==> config.mk <==
export PLATFORM = sky130hd
export DESIGN_NAME = positional_list_engine
export DESIGN_NICKNAME = d
export VERILOG_FILES = /design/src/hdl/ple_pkg.sv /design/src/hdl/ple_cell.sv /design/src/hdl/positional_list_engine.sv
export SDC_FILE = /design/constraint.sdc
export NUM_CORES = 1
export LEC_CHECK = 0
export ABC_AREA = 1
export BUFFER_PORTS_ARGS = -buffer_cell sky130_fd_sc_hd__buf_2
export CAP_MARGIN = 20
export CELL_PAD_IN_SITES_DETAIL_PLACEMENT = 0
export CELL_PAD_IN_SITES_GLOBAL_PLACEMENT = 1
export CORE_AREA = 4 4 323 261
export CTS_CLUSTER_SIZE = 8
export DETAILED_ROUTE_END_ITERATION = 16
export DIE_AREA = 0 0 327 265
export GPL_TIMING_DRIVEN = 0
export PLACE_DENSITY = 0.78
export SYNTH_ARGS = -nofsm -noshare
export SYNTH_HDL_FRONTEND = slang
export SYNTH_SLANG_ARGS = --single-unit
export TNS_END_PERCENT = 1
==> constraint.sdc <==
create_clock -name i_clk -period 13.3 [get_ports i_clk]
set_clock_uncertainty 0.05 [all_clocks]
set_input_delay 0.665 -clock i_clk [delete_from_list [all_inputs] [get_ports i_clk]]
set_output_delay 0.665 -clock i_clk [all_outputs]
set_load 0.005 [all_outputs]
==> src/hdl/ple_pkg.sv <==
package ple_pkg;

    localparam int DEFAULT_CAPACITY = 16;
    localparam int DATA_W           = 32;
    localparam int POS_W            = 8;
    localparam int OUT_CNT_W        = 5;
    localparam int IN_DATA_W        = DATA_W + POS_W;
    localparam int OUT_DATA_W       = 72;

    localparam logic [DATA_W-1:0] NONE_VALUE = '1;

    typedef enum logic [1:0] {
        FUNC_PUSH   = 2'd0,
        FUNC_POP    = 2'd1,
        FUNC_INSERT = 2'd2,
        FUNC_REMOVE = 2'd3
    } t_func;

    typedef enum logic [1:0] {
        SH_HOLD,
        SH_INSERT,
        SH_REMOVE
    } t_shift;

    // Per-cell control: which way the row moves and where this cell sits
    // relative to the chosen list position.
    typedef struct packed {
        t_shift op;
        logic   at_pos;
        logic   past_pos;
    } t_cell_ctl;

endpackage

==> src/hdl/ple_cell.sv <==
module ple_cell (
    input  logic                          i_clk,
    input  ple_pkg::t_cell_ctl            i_ctl,
    input  logic [ple_pkg::DATA_W-1:0]    i_value,
    input  logic [ple_pkg::DATA_W-1:0]    i_left,
    input  logic [ple_pkg::DATA_W-1:0]    i_right,
    output logic [ple_pkg::DATA_W-1:0]    o_data
);

    logic [ple_pkg::DATA_W-1:0] r_data;
    logic [ple_pkg::DATA_W-1:0] n_data;

    always_comb begin
        n_data = r_data;
        case (i_ctl.op)
            ple_pkg::SH_INSERT: begin
                if (i_ctl.at_pos) begin
                    n_data = i_value;
                end else if (i_ctl.past_pos) begin
                    n_data = i_left;
                end
            end
            ple_pkg::SH_REMOVE: begin
                if (i_ctl.at_pos || i_ctl.past_pos) begin
                    n_data = i_right;
                end
            end
            default: begin
                n_data = r_data;
            end
        endcase
    end

    always_ff @(posedge i_clk) begin
        r_data <= n_data;
    end

    assign o_data = r_data;

endmodule

==> src/hdl/positional_list_engine.sv <==
// Channel   | Dir | Payload (lowest bit first)
// ----------+-----+-----------------------------------------------------------
// s_axis    | in  | tuser: func[1:0]; tdata: value[31:0], position[39:32]
// m_axis    | out | tdata: popped_value[31:0], front_value[63:32],
//           |     |        entry_count[68:64], is_empty[69], rejected[70], 0s
//
// For each item, the row of cells shifts all entries in parallel, and the result
// lands in the output register on the edge that accepts the item.
// Sustained rate is one item per cycle while the result side keeps taking.
// Reset (synchronous, active low) empties the list and drops any held result;
// entry contents are not cleared, only the count.
// A stalled result holds in the output register; input is taken again as soon
// as that register is free or being drained in the same cycle.
module positional_list_engine #(
    parameter int CAPACITY = ple_pkg::DEFAULT_CAPACITY
) (
    input  logic                              i_clk,
    input  logic                              i_rst_n,
    input  logic                              s_axis_tvalid,
    output logic                              s_axis_tready,
    input  logic [ple_pkg::IN_DATA_W-1:0]     s_axis_tdata,  // value, position
    input  logic [1:0]                        s_axis_tuser,  // func
    output logic                              m_axis_tvalid,
    input  logic                              m_axis_tready,
    output logic [ple_pkg::OUT_DATA_W-1:0]    m_axis_tdata   // popped, front, count,
                                                             // is_empty, rejected
);

    localparam int CNT_W = $clog2(CAPACITY + 1);
    localparam int IDX_W = $clog2(CAPACITY);
    localparam int CMP_W = (CNT_W + 2 > ple_pkg::POS_W + 1) ? CNT_W + 2 : ple_pkg::POS_W + 1;
    localparam int PAD_W = ple_pkg::OUT_DATA_W - 2 * ple_pkg::DATA_W - ple_pkg::OUT_CNT_W - 2;

    // Input item fields
    ple_pkg::t_func                      w_func;
    logic [ple_pkg::DATA_W-1:0]          w_value;
    logic signed [ple_pkg::POS_W-1:0]    w_pos;

    assign w_func  = ple_pkg::t_func'(s_axis_tuser);
    assign w_value = s_axis_tdata[ple_pkg::DATA_W-1:0];
    assign w_pos   = s_axis_tdata[ple_pkg::IN_DATA_W-1:ple_pkg::DATA_W];

    // Control state and output register
    logic [CNT_W-1:0]                 r_count;
    logic [CNT_W-1:0]                 n_count;
    logic                             r_m_valid;
    logic [ple_pkg::OUT_DATA_W-1:0]   r_m_data;
    logic [ple_pkg::OUT_DATA_W-1:0]   n_m_data;

    logic w_accept;
    assign s_axis_tready = !r_m_valid || m_axis_tready;
    assign w_accept      = s_axis_tvalid && s_axis_tready;

    // Clamp the 1-based position into an index for insert and for remove
    logic signed [CMP_W-1:0] w_pos_ext;
    logic signed [CMP_W-1:0] w_len_ext;
    logic signed [CMP_W-1:0] w_ins_idx;
    logic signed [CMP_W-1:0] w_rem_idx;

    assign w_pos_ext = CMP_W'(w_pos);
    assign w_len_ext = $signed({{(CMP_W - CNT_W){1'b0}}, r_count});

    always_comb begin
        if (w_pos_ext < CMP_W'(1)) begin
            w_ins_idx = '0;
            w_rem_idx = '0;
        end else if (w_pos_ext > w_len_ext) begin
            w_ins_idx = w_len_ext;
            w_rem_idx = w_len_ext - CMP_W'(1);
        end else begin
            w_ins_idx = w_pos_ext - CMP_W'(1);
            w_rem_idx = w_pos_ext - CMP_W'(1);
        end
    end

    // Decode the operation: push and pop work at the front
    logic                 w_full;
    logic                 w_empty;
    logic                 w_ins_ok;
    logic                 w_rem_ok;
    logic                 w_rejected;
    logic                 w_is_pop;
    logic [IDX_W-1:0]     w_idx;

    assign w_full  = (r_count >= CNT_W'(CAPACITY));
    assign w_empty = (r_count == '0);

    always_comb begin
        w_ins_ok   = 1'b0;
        w_rem_ok   = 1'b0;
        w_rejected = 1'b0;
        w_is_pop   = 1'b0;
        w_idx      = '0;
        case (w_func)
            ple_pkg::FUNC_PUSH: begin
                w_ins_ok   = !w_full;
                w_rejected = w_full;
            end
            ple_pkg::FUNC_POP: begin
                w_rem_ok = !w_empty;
                w_is_pop = 1'b1;
            end
            ple_pkg::FUNC_INSERT: begin
                w_ins_ok   = !w_full;
                w_rejected = w_full;
                w_idx      = w_ins_idx[IDX_W-1:0];
            end
            ple_pkg::FUNC_REMOVE: begin
                w_rem_ok = !w_empty;
                w_idx    = w_rem_idx[IDX_W-1:0];
            end
            default: begin
                w_idx = '0;
            end
        endcase
    end

    // Row of cells: entry 0 is the front
    logic [ple_pkg::DATA_W-1:0] w_data [CAPACITY];
    ple_pkg::t_cell_ctl         w_ctl  [CAPACITY];

    for (genvar g = 0; g < CAPACITY; g++) begin : g_cell
        logic [ple_pkg::DATA_W-1:0] w_left;
        logic [ple_pkg::DATA_W-1:0] w_right;

        always_comb begin
            if (!w_accept) begin
                w_ctl[g].op = ple_pkg::SH_HOLD;
            end else if (w_ins_ok) begin
                w_ctl[g].op = ple_pkg::SH_INSERT;
            end else if (w_rem_ok) begin
                w_ctl[g].op = ple_pkg::SH_REMOVE;
            end else begin
                w_ctl[g].op = ple_pkg::SH_HOLD;
            end
            w_ctl[g].at_pos   = (w_idx == IDX_W'(g));
            w_ctl[g].past_pos = (IDX_W'(g) > w_idx);
        end

        // Front cell has no left neighbor, back cell no right one
        if (g == 0) begin : g_first
            assign w_left = w_value;
        end else begin : g_mid_left
            assign w_left = w_data[g-1];
        end
        if (g == CAPACITY - 1) begin : g_last
            assign w_right = w_data[g];
        end else begin : g_mid_right
            assign w_right = w_data[g+1];
        end

        ple_cell u_cell (
            .i_clk   (i_clk),
            .i_ctl   (w_ctl[g]),
            .i_value (w_value),
            .i_left  (w_left),
            .i_right (w_right),
            .o_data  (w_data[g])
        );
    end

    // Result of this item
    logic [ple_pkg::DATA_W-1:0]  w_popped;
    logic [ple_pkg::DATA_W-1:0]  w_front;
    logic [CNT_W+4:0]            w_cnt_wide;

    always_comb begin
        n_count = r_count;
        if (w_ins_ok) begin
            n_count = r_count + CNT_W'(1);
        end else if (w_rem_ok) begin
            n_count = r_count - CNT_W'(1);
        end

        w_popped = (w_is_pop && w_rem_ok) ? w_data[0] : ple_pkg::NONE_VALUE;

        // Front after the shift, taken from the cells' neighbors
        if (n_count == '0) begin
            w_front = ple_pkg::NONE_VALUE;
        end else if (w_ins_ok && w_idx == '0) begin
            w_front = w_value;
        end else if (w_rem_ok && w_idx == '0) begin
            w_front = w_data[1];
        end else begin
            w_front = w_data[0];
        end

        w_cnt_wide = {5'b0, n_count};
        n_m_data   = {{PAD_W{1'b0}}, w_rejected, (n_count == '0),
                      w_cnt_wide[ple_pkg::OUT_CNT_W-1:0], w_front, w_popped};
    end

    always_ff @(posedge i_clk) begin
        if (!i_rst_n) begin
            r_count   <= '0;
            r_m_valid <= 1'b0;
        end else begin
            if (w_accept) begin
                r_count   <= n_count;
                r_m_valid <= 1'b1;
            end else if (m_axis_tready) begin
                r_m_valid <= 1'b0;
            end
        end
    end

    // Payload: load on accept, hold otherwise
    always_ff @(posedge i_clk) begin
        if (w_accept) begin
            r_m_data <= n_m_data;
        end
    end

    assign m_axis_tvalid = r_m_valid;
    assign m_axis_tdata  = r_m_data;

endmodule
==> results of run 1 <==
-- how the worst max path moves through the flow --
stage / start / to / slack (ns)
5_1_grt: r_count[0]$_SDFFE_PN0P_ / g_cell[2].u_cell.o_data[15]$_DFFE_PP_ / 8.14
6_report: r_count[0]$_SDFFE_PN0P_ / g_cell[2].u_cell.o_data[15]$_DFFE_PP_ / 8.27
4_1_cts: r_count[0]$_SDFFE_PN0P_ / g_cell[2].u_cell.o_data[15]$_DFFE_PP_ / 8.39
2_1_floorplan: s_axis_tuser[0] / g_cell[5].u_cell.o_data[0]$_DFFE_PP_ / 6.47
3_5_place_dp: r_count[0]$_SDFFE_PN0P_ / g_cell[2].u_cell.o_data[14]$_DFFE_PP_ / 8.43
3_3_place_gp: s_axis_tuser[0] / g_cell[1].u_cell.o_data[13]$_DFFE_PP_ / 2.65
-- placed cells by master (no fill, tap or decap), drive strengths merged, types with 5 or more instances in the layout --
cell / instances
a21oi: 15
buf: 257
clkbuf: 278
dfxtp: 6
diode: 5
edfxtp: 583
ha: 8
inv: 555
nand2: 1470
nand3: 753
nor2: 86
nor3: 5
o21ai: 261
xor2: 5
-- tightest hold or removal path: cells and delay by family --
family	cells	cell delay, ns
buffers and inverters	1	0.12
AO/OA/AOI/OAI	2	0.12
-- registers in the layout, summed over array words and instances (netlist names) --
signal / flops
g_cell.u_cell.o_data: 512
m_axis_tdata: 71
m_axis_tvalid: 1
r_count: 5
-- where the power goes --
| part | internal (mW) | switching [mW] |
|---|---|---|
| sequential | 2.37 | 0.113 |
| combinational | 0.307 | 0.823 |
| clock | 1.13 | 0.822 |
-- cell families after synthesis --
logic type	count (synthesis)	share of synthesized area
other	1	0.0001163
adder cells (fa/ha/maj)	8	0.003105
AO/OA/AOI/OAI	284	0.04502
AND/OR/NAND/NOR	2318	0.3010
XOR/XNOR	7	0.001902
buffers and inverters	839	0.1021
flip-flops	589	0.5467
-- per-layer routing --
layer	vias up	part of all wire
met2	1743	0.41
met4	2	0.035
met3	262	0.14
met1	14290	0.42
li1	13520	-
met5	-	0.00015
-- synth_stat cells, drive strengths merged --
library cell,count
a21oi,15
a22oi,1
a31oi,2
and3,1
buf,105
clkbuf,182
conb,1
dfxtp,6
edfxtp,583
ha,8
inv,552
nand2,1470
nand3,753
nand4,1
nor2,86
nor3,5
o21a,2
o21ai,261
o21bai,1
o221ai,1
o31ai,1
or2,2
xnor2,2
xor2,5
-- cell type report --
cell class / instances / area, sq um / share of cell area
timing repair buffer: 152 / 1204 / 0.03236
antenna: 5 / 12.51 / 0.0003364
multi-input combinational: 2618 / 11460 / 0.3081
sequential: 589 / 17630 / 0.4739
tap: 1092 / 1366 / 0.03673
buffer: 287 / 1226 / 0.03296
clock buffer: 96 / 2168 / 0.05829
clock inverter: 5 / 58.81 / 0.001581
inverter: 552 / 2074 / 0.05577
-- metrics by stage --
step | cell area, sq um | std cells | util | setup slack, ns | hold slack [ns]
finish | 37200 | 5396 | 0.4613 | 8.269 | 0.2383
global route | 37180 | 5391 | 0.4611 | 8.144 | 0.2510
CTS | 37160 | 5389 | 0.4608 | 8.394 | 0.2144
detailed placement | 34930 | 5288 | 0.4332 | 8.427 | 0.4307
global placement | 34200 | 5256 | 0.4241 | 2.648 | 0.4280
floorplan | 32240 | 4046 | - | 6.466 | 0.4076
==> flow_summary.toml, run 1 <==
[worst_setup_path]
slowest_stage = "nor2_4"
setup.worst_path.end_class = "register"
worstSetupStartpointType = "register"
cp.required_ns = 13.50
crit_fanout = 32
path_depth = 11
path_buf_inv = 3
max_stage_delay_ns = 0.86
r2r-end = "g_cell[2].u_cell.o_data[15]$_DFFE_PP_"
crit_chain = "inv_1, ha_1, nand3_1, nand2_1, nor2_1, inv_2, nand2_1, inv_1, nor2_4, nand2_1, nor2_4"
r2r-start = "r_count[0]$_SDFFE_PN0P_"
crit_top_cell = "nand2_1"
r2r_slack_ns = 8.27
path_class = "register to register"
critPathTopFamily = "simple AND/OR/NAND/NOR gates"
cp.arrival_ns = 5.23
r2r_cells = 11

[sta]
worstMarginPinSlew_ns = 1.262
rsz0062_at_grt = "false"
tns_ns = 0
period_share = 0.3783
finalSetupViolCount = 0
max_slew_margin = 0.1589
report.final.slew_viol_count = 0
fmax_mhz = 198.8
final_hold_viol_count = 0
fin_crit_ns = 5.031

[place]
io_buffers = 118
gp_congestion = 0.9777
place_hpwl_microns = 100800

[floorplan]
io_pins = 120
coreArea_sq_mm = 0.08064
die_w_microns = 327
dieArea_sq_mm = 0.08666
num_rows = 93
initial_utilization = 0.3998
die_y_microns = 265

[pwr]
p_total_mw = 5.572
vdd_drop_max_uv = 94.25
power.leakage_nw = 17.08
power_density_mw_per_mm2 = 149.8

[global_routing]
grt_pass1_wl_microns = 187500
grt_max_degree = 75
grt_antenna_before_repair = 7
grt_usage = 0.2977
grt_util_met3 = 0.1164
grtUsageMet2 = 0.4204
gr-max-usage-layer = "met2"
grt-ovfl-total = 0
use_met1 = 0.4197
grt_pass1_vias = 27510

[clock_network]
cts_buffers = 83
clock_sinks = 589
cts_hold_buf = 0
post_cts_resized = 0
cts-root-buf = "clkbuf_16"
clk_pin_slew_worst_paths_ns = 0.06
htreeDepth = 3
cts_tree = "done"
post_cts_buffers = 0
clock_latency_ns = 0.66
cts_buffer_depth = 3

[logic_synthesis]
yosys_warnings = 0
ys_seq_area_frac = 0.5467
yosysTopAreaCellShare = 0.5430
yosys.cell_types.count = 35
synth_largest_area_cell = "edfxtp_1"
synth-seq-cells = 589
synth_area_per_cell_sq_um = 7.969
synthesis.area_sq_mm = 0.03224
synth_cells = 4046
netlist_top_cells_area = "edfxtp_1 54%, nand2_1 17%, nand3_1 12%"
syn-num-nets = 4100

[detailed_routing]
wire_per_inst_microns = 24.72
drt_pass1_iterations = 7
antenna_left = 0
drc = 0
drt-total-wl_microns = 133400
drtIter0Drc = 4285
routed_via_density = 5.526
vias = 29820

[flow_run]
cap_violations = 0

[final_layout]
n_fill_cell = 8058
drive_gt1_frac = 0.08793
layout-area-overhead-vs-synth_pct = 15.37
nNetsFinal = 4337

[min_path]
hold_start = "i_rst_n"
min_to = "r_count[0]$_SDFFE_PN0P_"
min_path_type = "input port to register"
whs_path_depth = 3

[outcome]
status = "finished, final reports clean"
No activity file was read; power rests on OpenSTA's default activity.
==> run 2: changes to the inputs <==
--- a/config.mk
+++ b/config.mk
@@ -5,17 +5,17 @@
 export SDC_FILE = /design/constraint.sdc
 export NUM_CORES = 1
 export LEC_CHECK = 0
-export ABC_AREA = 1
+export ABC_AREA = 0
 export BUFFER_PORTS_ARGS = -buffer_cell sky130_fd_sc_hd__buf_2
 export CAP_MARGIN = 20
 export CELL_PAD_IN_SITES_DETAIL_PLACEMENT = 0
 export CELL_PAD_IN_SITES_GLOBAL_PLACEMENT = 1
-export CORE_AREA = 4 4 323 261
+export CORE_AREA = 4 4 309 250
 export CTS_CLUSTER_SIZE = 8
 export DETAILED_ROUTE_END_ITERATION = 16
-export DIE_AREA = 0 0 327 265
+export DIE_AREA = 0 0 313 254
 export GPL_TIMING_DRIVEN = 0
-export PLACE_DENSITY = 0.78
+export PLACE_DENSITY = 0.76
 export SYNTH_ARGS = -nofsm -noshare
 export SYNTH_HDL_FRONTEND = slang
 export SYNTH_SLANG_ARGS = --single-unit
==> constraint.sdc (replaced) <==
create_clock -name i_clk -period 4.35 [get_ports i_clk]
set_clock_uncertainty 0.05 [all_clocks]
set_input_delay 0.2175 -clock i_clk [delete_from_list [all_inputs] [get_ports i_clk]]
set_output_delay 0.2175 -clock i_clk [all_outputs]
set_load 0.005 [all_outputs]
==> flow_summary.toml, run 2 <==
[detailed_routing]
antenna_left = 0
drt-total-wl_microns = 108000
drc = 0
routed_via_density = 6.128
wire_per_inst_microns = 27.39
drt_pass1_iterations = 6
vias = 24160
drtIter0Drc = 3492

[pwr]
cellInternalPower_mw = 12.74
swShare = 0.3176
vdd_drop_max_uv = 305.1
power_density_mw_per_mm2 = 543.7
power.leakage_nw = 11.43
seq_power_share = 0.454
p_switching_mw = 5.929
p_clk_frac = 0.314
combinationalPowerShare = 0.231

[final_layout]
largest_register_ffs = 512
post-route-util = 0.4659
layout_commonest_cell = "nand2_1"
drive_gt1_frac = 0.1385
nNetsFinal = 2980
layout-area-overhead-vs-synth_pct = 16.46
mostFrequentLayoutCells = "588 x nand2_1, 583 x edfxtp_1, 392 x nand3_1, 388 x o211ai_1, 199 x buf_2"

[floorplan]
die_w_microns = 313
initial_utilization = 0.4000
coreArea_sq_mm = 0.07372
num_rows = 89
die_y_microns = 254
dieArea_sq_mm = 0.07950
io_pins = 120

[worst_setup_path]
startpoint = "r_count[2]$_SDFFE_PN0P_"
slowest_stage = "a31oi_4"
r2r_slack_ns = 0.06
crit_fanout = 26
setup.worst_path.end_class = "register"
r2r-end = "g_cell[10].u_cell.o_data[14]$_DFFE_PP_"
max_stage_delay_ns = 0.45
r2r_cells = 12
crit_path_end = "g_cell[10].u_cell.o_data[14]$_DFFE_PP_"
path_class = "register to register"
r2r-start = "r_count[2]$_SDFFE_PN0P_"
cp.arrival_ns = 4.55
worstSetupStartpointType = "register"
crit_chain = "buf_2, buf_2, inv_1, ha_1, and3_1, a41o_1, a21oi_4, buf_2, clkbuf_1, a31oi_1, a31oi_4, buf_12"
cp.required_ns = 4.62
crit_top_cell = "buf_2"

[sta]
worstMarginPinSlew_ns = 1.034
fin_crit_ns = 4.287
report.final.slew_viol_count = 0
tns_ns = 0
fmax_mhz = 233.3
final_hold_viol_count = 0
rsz0062_at_grt = "true"
period_share = 0.9855
finalSetupViolCount = 0
max_slew_margin = 0.2909

[clock_network]
clock_sinks = 589
cts_buffers = 83
cts_tree = "done"
clock_latency_ns = 0.62
clk_pin_slew_worst_paths_ns = 0.05
cts_buffer_depth = 3
cts-root-buf = "clkbuf_16"
htreeDepth = 3

[logic_synthesis]
yosys.cell_types.count = 64
synth_edf_count = 583
yosys_warnings = 0
synth_area_per_cell_sq_um = 11.01
synth-seq-cells = 589
netlist_top_cells_area = "edfxtp_1 59%, o211ai_1 9.9%, nand2_1 7.5%"
yosysTopAreaCellShare = 0.5937
synthesis.area_sq_mm = 0.02949
ys_top_cells_by_count = "588 x nand2_1, 583 x edfxtp_1, 392 x nand3_1"
synthMostInstantiatedCell = "nand2_1"
synthArstFlopShare = 0
ys.flop_type = "edfxtp_1"
synth_largest_area_cell = "edfxtp_1"
ys_seq_area_frac = 0.5978
synth_cells = 2679
syn-num-nets = 2733

[flow_run]
cap_violations = 0

[global_routing]
grt-ovfl-total = 0
grt_antenna_before_repair = 0
grt_pass1_wl_microns = 155700
grt_usage = 0.2632
grt_max_degree = 56
grt_pass1_vias = 23210

[place]
gp_congestion = 0.9665
io_buffers = 118
place_hpwl_microns = 83710

[min_path]
min_path_type = "input port to register"

[outcome]
status = "finished, final reports clean"
==> run 2: what timing repair did <==
action / CTS / global route
setup endpoints to repair: 88 / 110
hold buffers: 20 / 0
pin swaps: 3 / 2
resized for setup: 3 / 7
gates cloned: 0 / 1
endpoints found under the hold margin: 23 / 0
buffers inserted: 3 / 3
==> run 2: routing by layer <==
metal	up-vias	wire length [microns]	global-route usage
met2	1664	44450	0.3723
met1	11720	46710	0.3948
li1	10610	-	-
met5	-	0	0
met3	163	14640	0.08161
met4	0	2164	0.05899
==> run 2: power groups by stage <==
stage	clock, mW	sequential (mW)	combinational (mW)
global route	6.12	8.54	4.67
floorplan	0	8.25	2.62
finish	5.87	8.48	4.32
detailed placement	0	8.52	4.16
CTS	5.89	8.42	4.20
global placement	0	8.55	3.90
==> run 2: logic make-up (layout without fill, tap and decap cells) <==
family | after synthesis | in the layout | share of synthesized area
compound gates | 580 | 580 | 0.1431
xor+xnor | 8 | 8 | 0.002376
fa+ha+maj | 8 | 8 | 0.003395
buf+inv | 307 | 566 | 0.04888
flops | 589 | 589 | 0.5978
mux | 114 | 114 | 0.04502
other cells | 1 | 3 | 0.0001272
simple gates | 1072 | 1073 | 0.1593
==> run 2: layout make-up <==
type                    instances  area, sq um
well taps                    1001         1252
repair buffers                161         1169
plain buffers                 260         1267
diodes                          2        5.005
fillers                      6784        39380
multi-input cells            1784        10610
clock buffers                  93         2178
clock inverters                 5        58.81
inverters                      47        178.9
flip-flops and latches        589        17630
==> run 2: worst min-delay path by stage <==
stage,from,slack (ns),cells past startpoint,to
after global placement,s_axis_tvalid,0.44,3,m_axis_tvalid$_SDFFE_PN0P_
after global routing,s_axis_tdata[1],0.02,2,g_cell[15].u_cell.o_data[1]$_DFFE_PN_
after detailed placement,s_axis_tvalid,0.44,3,m_axis_tvalid$_SDFFE_PN0P_
after CTS,s_axis_tdata[27],0.0004,2,g_cell[15].u_cell.o_data[27]$_DFFE_PN_
final,s_axis_tdata[5],0.04,2,g_cell[15].u_cell.o_data[5]$_DFFE_PN_
after floorplan,i_rst_n,0.29,1,r_count[0]$_SDFFE_PN0P_
==> run 2: critical path, delay by kind of cell, from the launching register on <==
family / cells / cell delay, ns
AOI/OAI and AO/OA: 4 / 1.42
adders and majority gates: 1 / 0.29
buffers and inverters: 6 / 1.62
DFF: 1 / 0.37
and+or+nand+nor: 1 / 0.19
==> run 2: per-stage QoR <==
stage / cell area, sq um / setup slack [ns] / std cells / hold WS (ns) / power [mW]
final: 34340 / 0.06310 / 3942 / 0.03933 / 18.67
after global routing: 34340 / -0.1589 / 3940 / 0.02480 / 19.33
after CTS: 34290 / 0.04328 / 3936 / 0.0003885 / 18.51
after detailed placement: 31810 / -0.3338 / 3815 / 0.4354 / 12.68
after global placement: 31340 / -2.662 / 3798 / 0.4411 / 12.45
after floorplan: 29490 / -0.3320 / 2679 / 0.2892 / 10.87
